$ cat config.mk
export PLATFORM = sky130hd
export DESIGN_NAME = fir_correlation_with_tail
export DESIGN_NICKNAME = d
export VERILOG_FILES = /design/src/rtl/core/fcorr_pkg.sv /design/src/rtl/core/fir_correlation_with_tail.sv /design/src/rtl/core/fcorr_ctrl.sv /design/src/rtl/core/fcorr_dp.sv
export SDC_FILE = /design/constraint.sdc
export NUM_CORES = 2
export LEC_CHECK = 0
export BUFFER_PORTS_ARGS = -buffer_cell sky130_fd_sc_hd__buf_2
export CORE_ASPECT_RATIO = 0.9
export CORE_MARGIN = 2
export CORE_UTILIZATION = 67
export CTS_CLUSTER_SIZE = 14
export DETAILED_ROUTE_END_ITERATION = 10
export PLACE_DENSITY = 0.85
export SYNTH_ARGS = -nofsm -noshare
export SYNTH_HDL_FRONTEND = slang
export SYNTH_SLANG_ARGS = --single-unit
$ cat constraint.sdc
create_clock -name clk -period 23.5 [get_ports clk]
set_clock_uncertainty 0.1 [all_clocks]
set_input_delay 2.35 -clock clk [delete_from_list [all_inputs] [get_ports clk]]
set_output_delay 2.35 -clock clk [all_outputs]
set_load 0.03 [all_outputs]
$ cat src/rtl/core/fcorr_pkg.sv
`default_nettype none
package fcorr_pkg;

  // sizes
  localparam int MAX_TAPS  = 16;
  localparam int TAP_W     = $clog2(MAX_TAPS);
  localparam int CNT_W     = TAP_W + 1;
  localparam int SMP_W     = 16;
  localparam int IDX_W     = 12;
  localparam int PROD_W    = 2 * SMP_W;
  localparam int ACC_W     = PROD_W + TAP_W;
  localparam int SCL_W     = 8;
  localparam int SC_W      = ACC_W + SCL_W + 1;
  localparam int MAG_W     = SC_W - 1;
  localparam int QX_W      = MAG_W - 16;
  localparam int QS_W      = 20;
  localparam int RCP_W     = 21;
  localparam int RCP_SH    = 25;

  // configuration port
  localparam int CFG_IDX_W  = 1;
  localparam int CFG_DATA_W = 8;
  localparam logic [CFG_IDX_W-1:0] REG_TAP_COUNT = 1'b0;
  localparam logic [CFG_IDX_W-1:0] REG_SCALE     = 1'b1;
  localparam logic [CNT_W-1:0]     TAP_COUNT_RST = 5'd1;
  localparam logic [SCL_W-1:0]     SCALE_RST     = 8'd100;

  // item codes
  localparam logic CMD_SAMPLE = 1'b0;
  localparam logic CMD_TAP    = 1'b1;

  // divide by 100 * 2^14 with rounding: add half, drop 16 bits, divide by 25
  localparam logic [MAG_W-1:0] RND_HALF  = MAG_W'(819200);
  localparam logic [RCP_W-1:0] RECIP_25  = RCP_W'(1342178);
  localparam logic [QX_W-1:0]  CLIP_POS  = QX_W'(819200);
  localparam logic [QX_W-1:0]  CLIP_NEG  = QX_W'(819225);
  localparam logic [SMP_W-1:0] SAT_POS   = 16'h7fff;
  localparam logic [SMP_W-1:0] SAT_NEG   = 16'h8000;

  typedef struct packed {
    logic                    cmd;
    logic [TAP_W-1:0]        tap_index;
    logic signed [SMP_W-1:0] value;
    logic                    block_end;
  } in_word_t;

  typedef struct packed {
    logic signed [SMP_W-1:0] filtered;
    logic [IDX_W-1:0]        out_index;
    logic                    clipped;
    logic                    overrun;
    logic                    final_output;
  } out_word_t;

  // controller to datapath
  typedef struct packed {
    logic             tap_wr;
    logic             shift;
    logic             acc_clr;
    logic             mac;
    logic             scale;
    logic             rnd;
    logic             emit;
    logic             blk_clr;
    logic             last;
    logic [CNT_W-1:0] pos;
    logic [TAP_W-1:0] k;
  } fcorr_cmd_t;

  // datapath to controller
  typedef struct packed {
    logic [CNT_W-1:0] taps;
    logic             out_free;
  } fcorr_stat_t;

endpackage
`default_nettype wire

$ cat src/rtl/core/fir_correlation_with_tail.sv
// Streaming 1-D correlation with a flushed block tail.
// Input channel (in_valid/in_ready/in_data): a tap word (cmd set) loads one
// Q2.14 coefficient; a sample word shifts one Q8.8 sample into a 16-deep
// window and releases every output whose samples are present. A sample with
// block_end set releases all remaining outputs of the block, then clears the
// window, the output index and the overrun flag.
// Output channel (out_valid/out_ready/out_data): one registered word per output.
// Configuration: cfg_we with cfg_index 0 sets tap_count, 1 sets scale_percent;
// write only while idle.
// Sequence: a tap word is stored when accepted; a sample word is shifted in,
// then each output it releases passes a check state, the single shared
// multiply-accumulate that walks the taps one per cycle, then a scale, a
// rounding and a write state; a final check returns the sequencer to idle.
// A stalled receiver holds the output register; the sequencer waits before
// writing the next output and in_ready stays low until the item is done.
// Reset (rst_n, synchronous) clears taps, window and counters, and sets
// tap_count to 1 and scale_percent to 100.
`default_nettype none
module fir_correlation_with_tail
  import fcorr_pkg::*;
(
  input  logic                  clk,
  input  logic                  rst_n,
  input  logic                  in_valid,
  output logic                  in_ready,
  input  in_word_t              in_data,
  output logic                  out_valid,
  input  logic                  out_ready,
  output out_word_t             out_data,
  input  logic                  cfg_we,
  input  logic [CFG_IDX_W-1:0]  cfg_index,
  input  logic [CFG_DATA_W-1:0] cfg_data
);

  fcorr_cmd_t  cmd;
  fcorr_stat_t stat;

  // sequencer
  fcorr_ctrl u_ctrl (
    .clk      (clk),
    .rst_n    (rst_n),
    .in_valid (in_valid),
    .in_ready (in_ready),
    .in_data  (in_data),
    .stat     (stat),
    .cmd      (cmd)
  );

  // stores, arithmetic and output register
  fcorr_dp u_dp (
    .clk       (clk),
    .rst_n     (rst_n),
    .in_data   (in_data),
    .cfg_we    (cfg_we),
    .cfg_index (cfg_index),
    .cfg_data  (cfg_data),
    .cmd       (cmd),
    .stat      (stat),
    .out_valid (out_valid),
    .out_ready (out_ready),
    .out_data  (out_data)
  );

  // an output is never written over one still waiting
  a_emit_free: assert property (@(posedge clk) disable iff (!rst_n)
    cmd.emit |-> stat.out_free)
    else $error("output written while register held");

  // the tap walk stays within the taps in use
  a_mac_range: assert property (@(posedge clk) disable iff (!rst_n)
    cmd.mac |-> ({1'b0, cmd.k} < stat.taps))
    else $error("tap walk past tap count");

  // datapath commands never overlap
  a_cmd_excl: assert property (@(posedge clk) disable iff (!rst_n)
    $onehot0({cmd.tap_wr, cmd.shift, cmd.acc_clr, cmd.mac, cmd.scale, cmd.rnd,
              cmd.emit, cmd.blk_clr}))
    else $error("overlapping datapath commands");

  // an item is taken only when no output is in flight in the datapath
  a_idle_accept: assert property (@(posedge clk) disable iff (!rst_n)
    (in_valid && in_ready) |-> !(cmd.mac || cmd.scale || cmd.rnd || cmd.emit))
    else $error("item accepted during computation");

endmodule
`default_nettype wire

$ cat src/rtl/core/fcorr_ctrl.sv
`default_nettype none
module fcorr_ctrl
  import fcorr_pkg::*;
(
  input  logic        clk,
  input  logic        rst_n,
  input  logic        in_valid,
  output logic        in_ready,
  input  in_word_t    in_data,
  input  fcorr_stat_t stat,
  output fcorr_cmd_t  cmd
);

  localparam logic [2:0] ST_IDLE  = 3'd0;
  localparam logic [2:0] ST_CHECK = 3'd1;
  localparam logic [2:0] ST_MAC   = 3'd2;
  localparam logic [2:0] ST_SCALE = 3'd3;
  localparam logic [2:0] ST_RND   = 3'd4;
  localparam logic [2:0] ST_EMIT  = 3'd5;

  logic [2:0]       state_r, state_nxt;
  logic [CNT_W-1:0] seen_r, seen_nxt;
  logic [TAP_W-1:0] k_r, k_nxt;
  logic             bend_r, bend_nxt;
  logic             accept;
  logic             want;

  assign in_ready = (state_r == ST_IDLE);
  assign accept   = in_valid && in_ready;

  // another output is due once its samples are all in, or while any remain when flushing
  assign want = bend_r ? (seen_r != '0) : (seen_r >= stat.taps);

  // sequencer
  always_comb begin
    state_nxt   = state_r;
    seen_nxt    = seen_r;
    k_nxt       = k_r;
    bend_nxt    = bend_r;
    cmd         = '0;
    cmd.pos     = CNT_W'(MAX_TAPS) - seen_r;
    cmd.k       = k_r;
    cmd.last    = bend_r && (seen_r == CNT_W'(1));
    unique case (state_r)
      ST_IDLE: begin
        if (accept) begin
          if (in_data.cmd == CMD_TAP) begin
            cmd.tap_wr = 1'b1;
          end else begin
            cmd.shift = 1'b1;
            if (seen_r != CNT_W'(MAX_TAPS)) seen_nxt = seen_r + CNT_W'(1);
            bend_nxt  = in_data.block_end;
            state_nxt = ST_CHECK;
          end
        end
      end
      ST_CHECK: begin
        if (want) begin
          cmd.acc_clr = 1'b1;
          k_nxt       = '0;
          state_nxt   = ST_MAC;
        end else begin
          cmd.blk_clr = bend_r;
          state_nxt   = ST_IDLE;
        end
      end
      ST_MAC: begin
        cmd.mac = 1'b1;
        if ({1'b0, k_r} == stat.taps - CNT_W'(1)) begin
          state_nxt = ST_SCALE;
        end else begin
          k_nxt = k_r + TAP_W'(1);
        end
      end
      ST_SCALE: begin
        cmd.scale = 1'b1;
        state_nxt = ST_RND;
      end
      ST_RND: begin
        cmd.rnd   = 1'b1;
        state_nxt = ST_EMIT;
      end
      ST_EMIT: begin
        if (stat.out_free) begin
          cmd.emit  = 1'b1;
          seen_nxt  = seen_r - CNT_W'(1);
          state_nxt = ST_CHECK;
        end
      end
      default: begin
        state_nxt = ST_IDLE;
      end
    endcase
  end

  always_ff @(posedge clk) begin
    if (!rst_n) begin
      state_r <= ST_IDLE;
      seen_r  <= '0;
      k_r     <= '0;
      bend_r  <= 1'b0;
    end else begin
      state_r <= state_nxt;
      seen_r  <= seen_nxt;
      k_r     <= k_nxt;
      bend_r  <= bend_nxt;
    end
  end

endmodule
`default_nettype wire

$ cat src/rtl/core/fcorr_dp.sv
`default_nettype none
module fcorr_dp
  import fcorr_pkg::*;
(
  input  logic                  clk,
  input  logic                  rst_n,
  input  in_word_t              in_data,
  input  logic                  cfg_we,
  input  logic [CFG_IDX_W-1:0]  cfg_index,
  input  logic [CFG_DATA_W-1:0] cfg_data,
  input  fcorr_cmd_t            cmd,
  output fcorr_stat_t           stat,
  output logic                  out_valid,
  input  logic                  out_ready,
  output out_word_t             out_data
);

  logic [CNT_W-1:0]        tap_count_r;
  logic [SCL_W-1:0]        scale_r;
  logic signed [SMP_W-1:0] tap_r [MAX_TAPS];
  logic signed [SMP_W-1:0] win_r [MAX_TAPS];
  logic signed [ACC_W-1:0] acc_r;
  logic signed [SC_W-1:0]  sc_r;
  logic                    neg_r;
  logic [QX_W-1:0]         qx_r;
  logic [IDX_W-1:0]        idx_r;
  logic                    ovr_r;
  logic                    out_valid_r;
  out_word_t               out_r;

  logic [CNT_W-1:0]         taps;
  logic [CNT_W-1:0]         p;
  logic signed [SMP_W-1:0]  smp;
  logic signed [PROD_W-1:0] prod;
  logic [MAG_W-1:0]         mag;
  logic [MAG_W-1:0]         rnd;
  logic [QS_W+RCP_W-1:0]    qmul;
  logic [SMP_W-1:0]         quot;
  logic [SMP_W-1:0]         res;
  logic                     clip;

  // effective tap count, limited to 1..MAX_TAPS
  always_comb begin
    priority if (tap_count_r == '0) begin
      taps = CNT_W'(1);
    end else if (tap_count_r > CNT_W'(MAX_TAPS)) begin
      taps = CNT_W'(MAX_TAPS);
    end else begin
      taps = tap_count_r;
    end
  end

  assign stat.taps     = taps;
  assign stat.out_free = !out_valid_r || out_ready;

  // configuration registers
  always_ff @(posedge clk) begin
    if (!rst_n) begin
      tap_count_r <= TAP_COUNT_RST;
      scale_r     <= SCALE_RST;
    end else if (cfg_we) begin
      if (cfg_index == REG_TAP_COUNT) tap_count_r <= cfg_data[CNT_W-1:0];
      if (cfg_index == REG_SCALE)     scale_r     <= cfg_data[SCL_W-1:0];
    end
  end

  // tap store and sample window, newest sample at the top
  always_ff @(posedge clk) begin
    if (!rst_n) begin
      for (int i = 0; i < MAX_TAPS; i++) begin
        tap_r[i] <= '0;
        win_r[i] <= '0;
      end
    end else begin
      if (cmd.tap_wr) tap_r[in_data.tap_index] <= in_data.value;
      if (cmd.shift) begin
        for (int i = 0; i < MAX_TAPS - 1; i++) win_r[i] <= win_r[i+1];
        win_r[MAX_TAPS-1] <= in_data.value;
      end else if (cmd.blk_clr) begin
        for (int i = 0; i < MAX_TAPS; i++) win_r[i] <= '0;
      end
    end
  end

  // shared multiply-accumulate, samples past the window read as zero
  assign p    = cmd.pos + {1'b0, cmd.k};
  assign smp  = p[TAP_W] ? '0 : win_r[p[TAP_W-1:0]];
  assign prod = smp * tap_r[cmd.k];

  // magnitude plus half the divisor
  assign mag = sc_r[SC_W-1] ? MAG_W'(-sc_r) : MAG_W'(sc_r);
  assign rnd = mag + RND_HALF;

  // divide by 25 through the reciprocal, exact below the clip limit
  assign qmul = qx_r[QS_W-1:0] * RECIP_25;
  assign quot = qmul[RCP_SH +: SMP_W];

  always_comb begin
    clip = 1'b0;
    if (neg_r) begin
      if (qx_r >= CLIP_NEG) begin
        clip = 1'b1;
        res  = SAT_NEG;
      end else begin
        res = ~quot + SMP_W'(1);
      end
    end else begin
      if (qx_r >= CLIP_POS) begin
        clip = 1'b1;
        res  = SAT_POS;
      end else begin
        res = quot;
      end
    end
  end

  // arithmetic pipeline registers
  always_ff @(posedge clk) begin
    if (cmd.acc_clr) acc_r <= '0;
    else if (cmd.mac) acc_r <= acc_r + ACC_W'(prod);
    if (cmd.scale) sc_r <= acc_r * $signed({1'b0, scale_r});
    if (cmd.rnd) begin
      neg_r <= sc_r[SC_W-1];
      qx_r  <= rnd[MAG_W-1:16];
    end
  end

  // output index and sticky overrun for the block
  always_ff @(posedge clk) begin
    if (!rst_n) begin
      idx_r <= '0;
      ovr_r <= 1'b0;
    end else if (cmd.blk_clr) begin
      idx_r <= '0;
      ovr_r <= 1'b0;
    end else if (cmd.emit) begin
      idx_r <= idx_r + IDX_W'(1);
      if (idx_r == '1) ovr_r <= 1'b1;
    end
  end

  // output word register
  always_ff @(posedge clk) begin
    if (!rst_n) begin
      out_valid_r <= 1'b0;
    end else if (cmd.emit) begin
      out_valid_r <= 1'b1;
    end else if (out_ready) begin
      out_valid_r <= 1'b0;
    end
  end

  always_ff @(posedge clk) begin
    if (cmd.emit) begin
      out_r.filtered     <= res;
      out_r.out_index    <= idx_r;
      out_r.clipped      <= clip;
      out_r.overrun      <= ovr_r;
      out_r.final_output <= cmd.last;
    end
  end

  assign out_valid = out_valid_r;
  assign out_data  = out_r;

endmodule
`default_nettype wire

==> results.md <==
* Status: complete, no violations
* Share of synthesized registers carrying an async set or reset at 0%
* CP Capture Type: flip-flop
* Top-count cell post-synth: inv_1
* Hold Buf Count CTS at 0
* CP dominant cell by count: fa_1
* Multi-input logic area at 36800 sq um
* DR vias at 40840
* Crit-path max FO at 64
* Yosys warnings at 0
* Drt first pass iters at 6
* CTS tree: done
* Nets at 6700
* Die area at 92230 sq um
* Critical Path Max Stage Delay at 1440 ps
* Post-CTS sizing at 0
* Hold Slack at 349.8 ps
* Hold Crit Class: flip-flop to flip-flop
* Final hold violations at 0
* Routed Antenna Nets at 0
* FP Rows at 104
* Worst skew pair latency at 640 ps
* H-tree levels at 3
* DRC violations left at 0
* Pre-CTS WS at 13060 ps
* Vias per Instance at 6.042
* Crit share post-route at 45.19%
* Crit path max-delay cell type: fa_4
* Port bufs at 68
* Kind of critical path: flip-flop to flip-flop
* Post-synth EDFFs at 489
* Height of the die at 288.3 um
* Flip-flop and latch area at 18860 sq um
* Congestion Overflow GR at 0
* Chip width at 319.9 um
* Routed wire length at 136.7 mm
* Setup slack after layout at 12880 ps
* Clk buf depth at 3
* CP startpoint kind: flip-flop
* Top_reg_cell synth: edfxtp_1
* Initial antenna violation count at 3
* Total track usage at 30.77%
* Largest net degree at the start of global routing at 123
* Register bit total from synthesis at 697
* Dpl cells at 6625
* DP HPWL at 100.0 mm
* Max Fclk at 94.17 MHz
* Clock Tree Root: clkbuf_16
* Cells after synthesis at 5577
* Area of the mapped netlist at 60170 sq um
* CP arrival at 11010 ps
* Initial DRC count at 3665
* Fin. max-slew vios at 0
* Clk sinks at 697
* TritonCTS buffer count at 71
* Layout cells sized above 1 at 8.229%
* Total core area at 89270 sq um
* Most frequent cells after synthesis: 970 x inv_1, 682 x fa_1, 579 x and2_1
* Slew headroom at 17.56%
* Synth top area share at 24.40%
* Global-route wire length before repair at 224.1 mm
* Post-CTS setup buffer count at 0
* Wirelength per Cell at 20.22 um
* Top cell type by total area after synthesis: edfxtp_1
* Syn Area/Cell at 10.79 sq um
* Worst-margin pin slew at 1234 ps
* Minimum clock period at 10620 ps
* Final setup violation count at 0
* Setup TNS Final at 0 ps
* RSZ-0062 raised after global routing: no
* I/O pin total at 69
* Vias in the first global route at 42580
* Clock transition at the registers of the reported paths at 70 ps
* Seq/Total Area, Yosys at 31.32%
* Finished Layout Cells at 6759
* GP Congestion at 0.9290
* Unique cell type count in the Yosys netlist at 99
* Post-Syn Nets at 6745
* Maxcap violations at 0
* Synthesis-to-layout area growth at 6.084%
* Worst Path Required at 23890 ps
* Starting Density at 67.41%
* Area contributors post-synth: edfxtp_1 24%, fa_1 23%, ha_1 9.4%, dfxtp_1 6.9%, inv_1 6.1%
* Fill cell count at 5949
[through the flow]
step,area (sq um),utilization [%]
final,63840,71.51
after global routing,63830,71.51
after CTS,63830,71.50
after detailed placement,61540,68.94
after global placement,61540,68.94
after floorplan,60170,-
[final timing paths]
check	start	endpoint	slack [ps]	depth (start not counted)
setup / recovery	u_ctrl.k_r[0]	u_dp.acc_r[34]	12880	29
hold / removal	u_dp.ovr_r	u_dp.out_data[1]	350	0
setup reg to reg	u_ctrl.k_r[0]	u_dp.acc_r[34]	12880	29
hold reg to reg	u_dp.ovr_r	u_dp.out_data[1]	350	0
[registers in the layout, indices dropped and copies added, names as in the netlist, 8 cells and up, named ones only]
signal and count:
u_dp.idx_r 12, u_dp.sc_r 45, u_dp.scale_r 8, u_dp.acc_r 36, u_dp.out_data 31, u_dp.qx_r 28
u_dp.tap_r 256, u_dp.win_r 256
[placed cells by master (no fill, tap or decap), types with 18 or more instances in the layout]
cell,count
a21o_1,50
buf_2,68
inv_1,969
nand2_1,372
nand2b_1,47
and2_1,578
ha_1,449
nor2b_1,38
o21ai_1,26
nor3_1,34
o21ai_0,85
clkbuf_1,19
edfxtp_1,489
fa_1,681
or2_2,18
xnor2_1,109
a21oi_1,148
dfxtp_1,203
mux4_2,134
a22o_1,97
nand4_1,32
mux2i_1,35
a22oi_1,43
mux2_2,25
buf_4,58
nor2_1,314
clkbuf_16,72
a31oi_1,21
xor2_1,44
nand3_1,39
[metal layers]
metal | global-route usage, % | vias to the layer above | share of wire [%]
li1 | - | 18190 | -
met1 | 42.12 | 20550 | 40
met2 | 51.02 | 1799 | 48
met3 | 5.519 | 297 | 9.0
met4 | 9.026 | 0 | 3.0
met5 | 0 | - | 0
[critical path: cells and delay by family, from the launching register on]
| family | cells | cell delay [ps] |
|---|---|---|
| fa+ha+maj | 9 | 5090 |
| compound gates | 10 | 3410 |
| mux | 2 | 700 |
| flops | 1 | 400 |
| buf+inv | 5 | 320 |
| simple gates | 2 | 260 |
| xor+xnor | 1 | 140 |
[cells by family after synthesis]
kind of cell             synth area share, %
AO/OA/AOI/OAI                          7.215
XOR/XNOR                               2.256
adder cells (fa/ha/maj)                32.05
buffers and inverters                  7.679
flip-flops                             31.32
multiplexers                           6.065
AND/OR/NAND/NOR                        13.42
[layout make-up]
type / instances / share of cell area (%)
antenna: 3 / 0.01176
clock buffer: 99 / 3.107
clock inverter: 32 / 0.4802
inverter: 971 / 5.714
multi-input combinational: 3665 / 57.65
sequential: 697 / 29.54
tap: 1166 / 2.285
timing repair buffer: 126 / 1.215
Power is not shown: default switching activity piles up to over one toggle a cycle in this logic, so the estimate is an artifact.
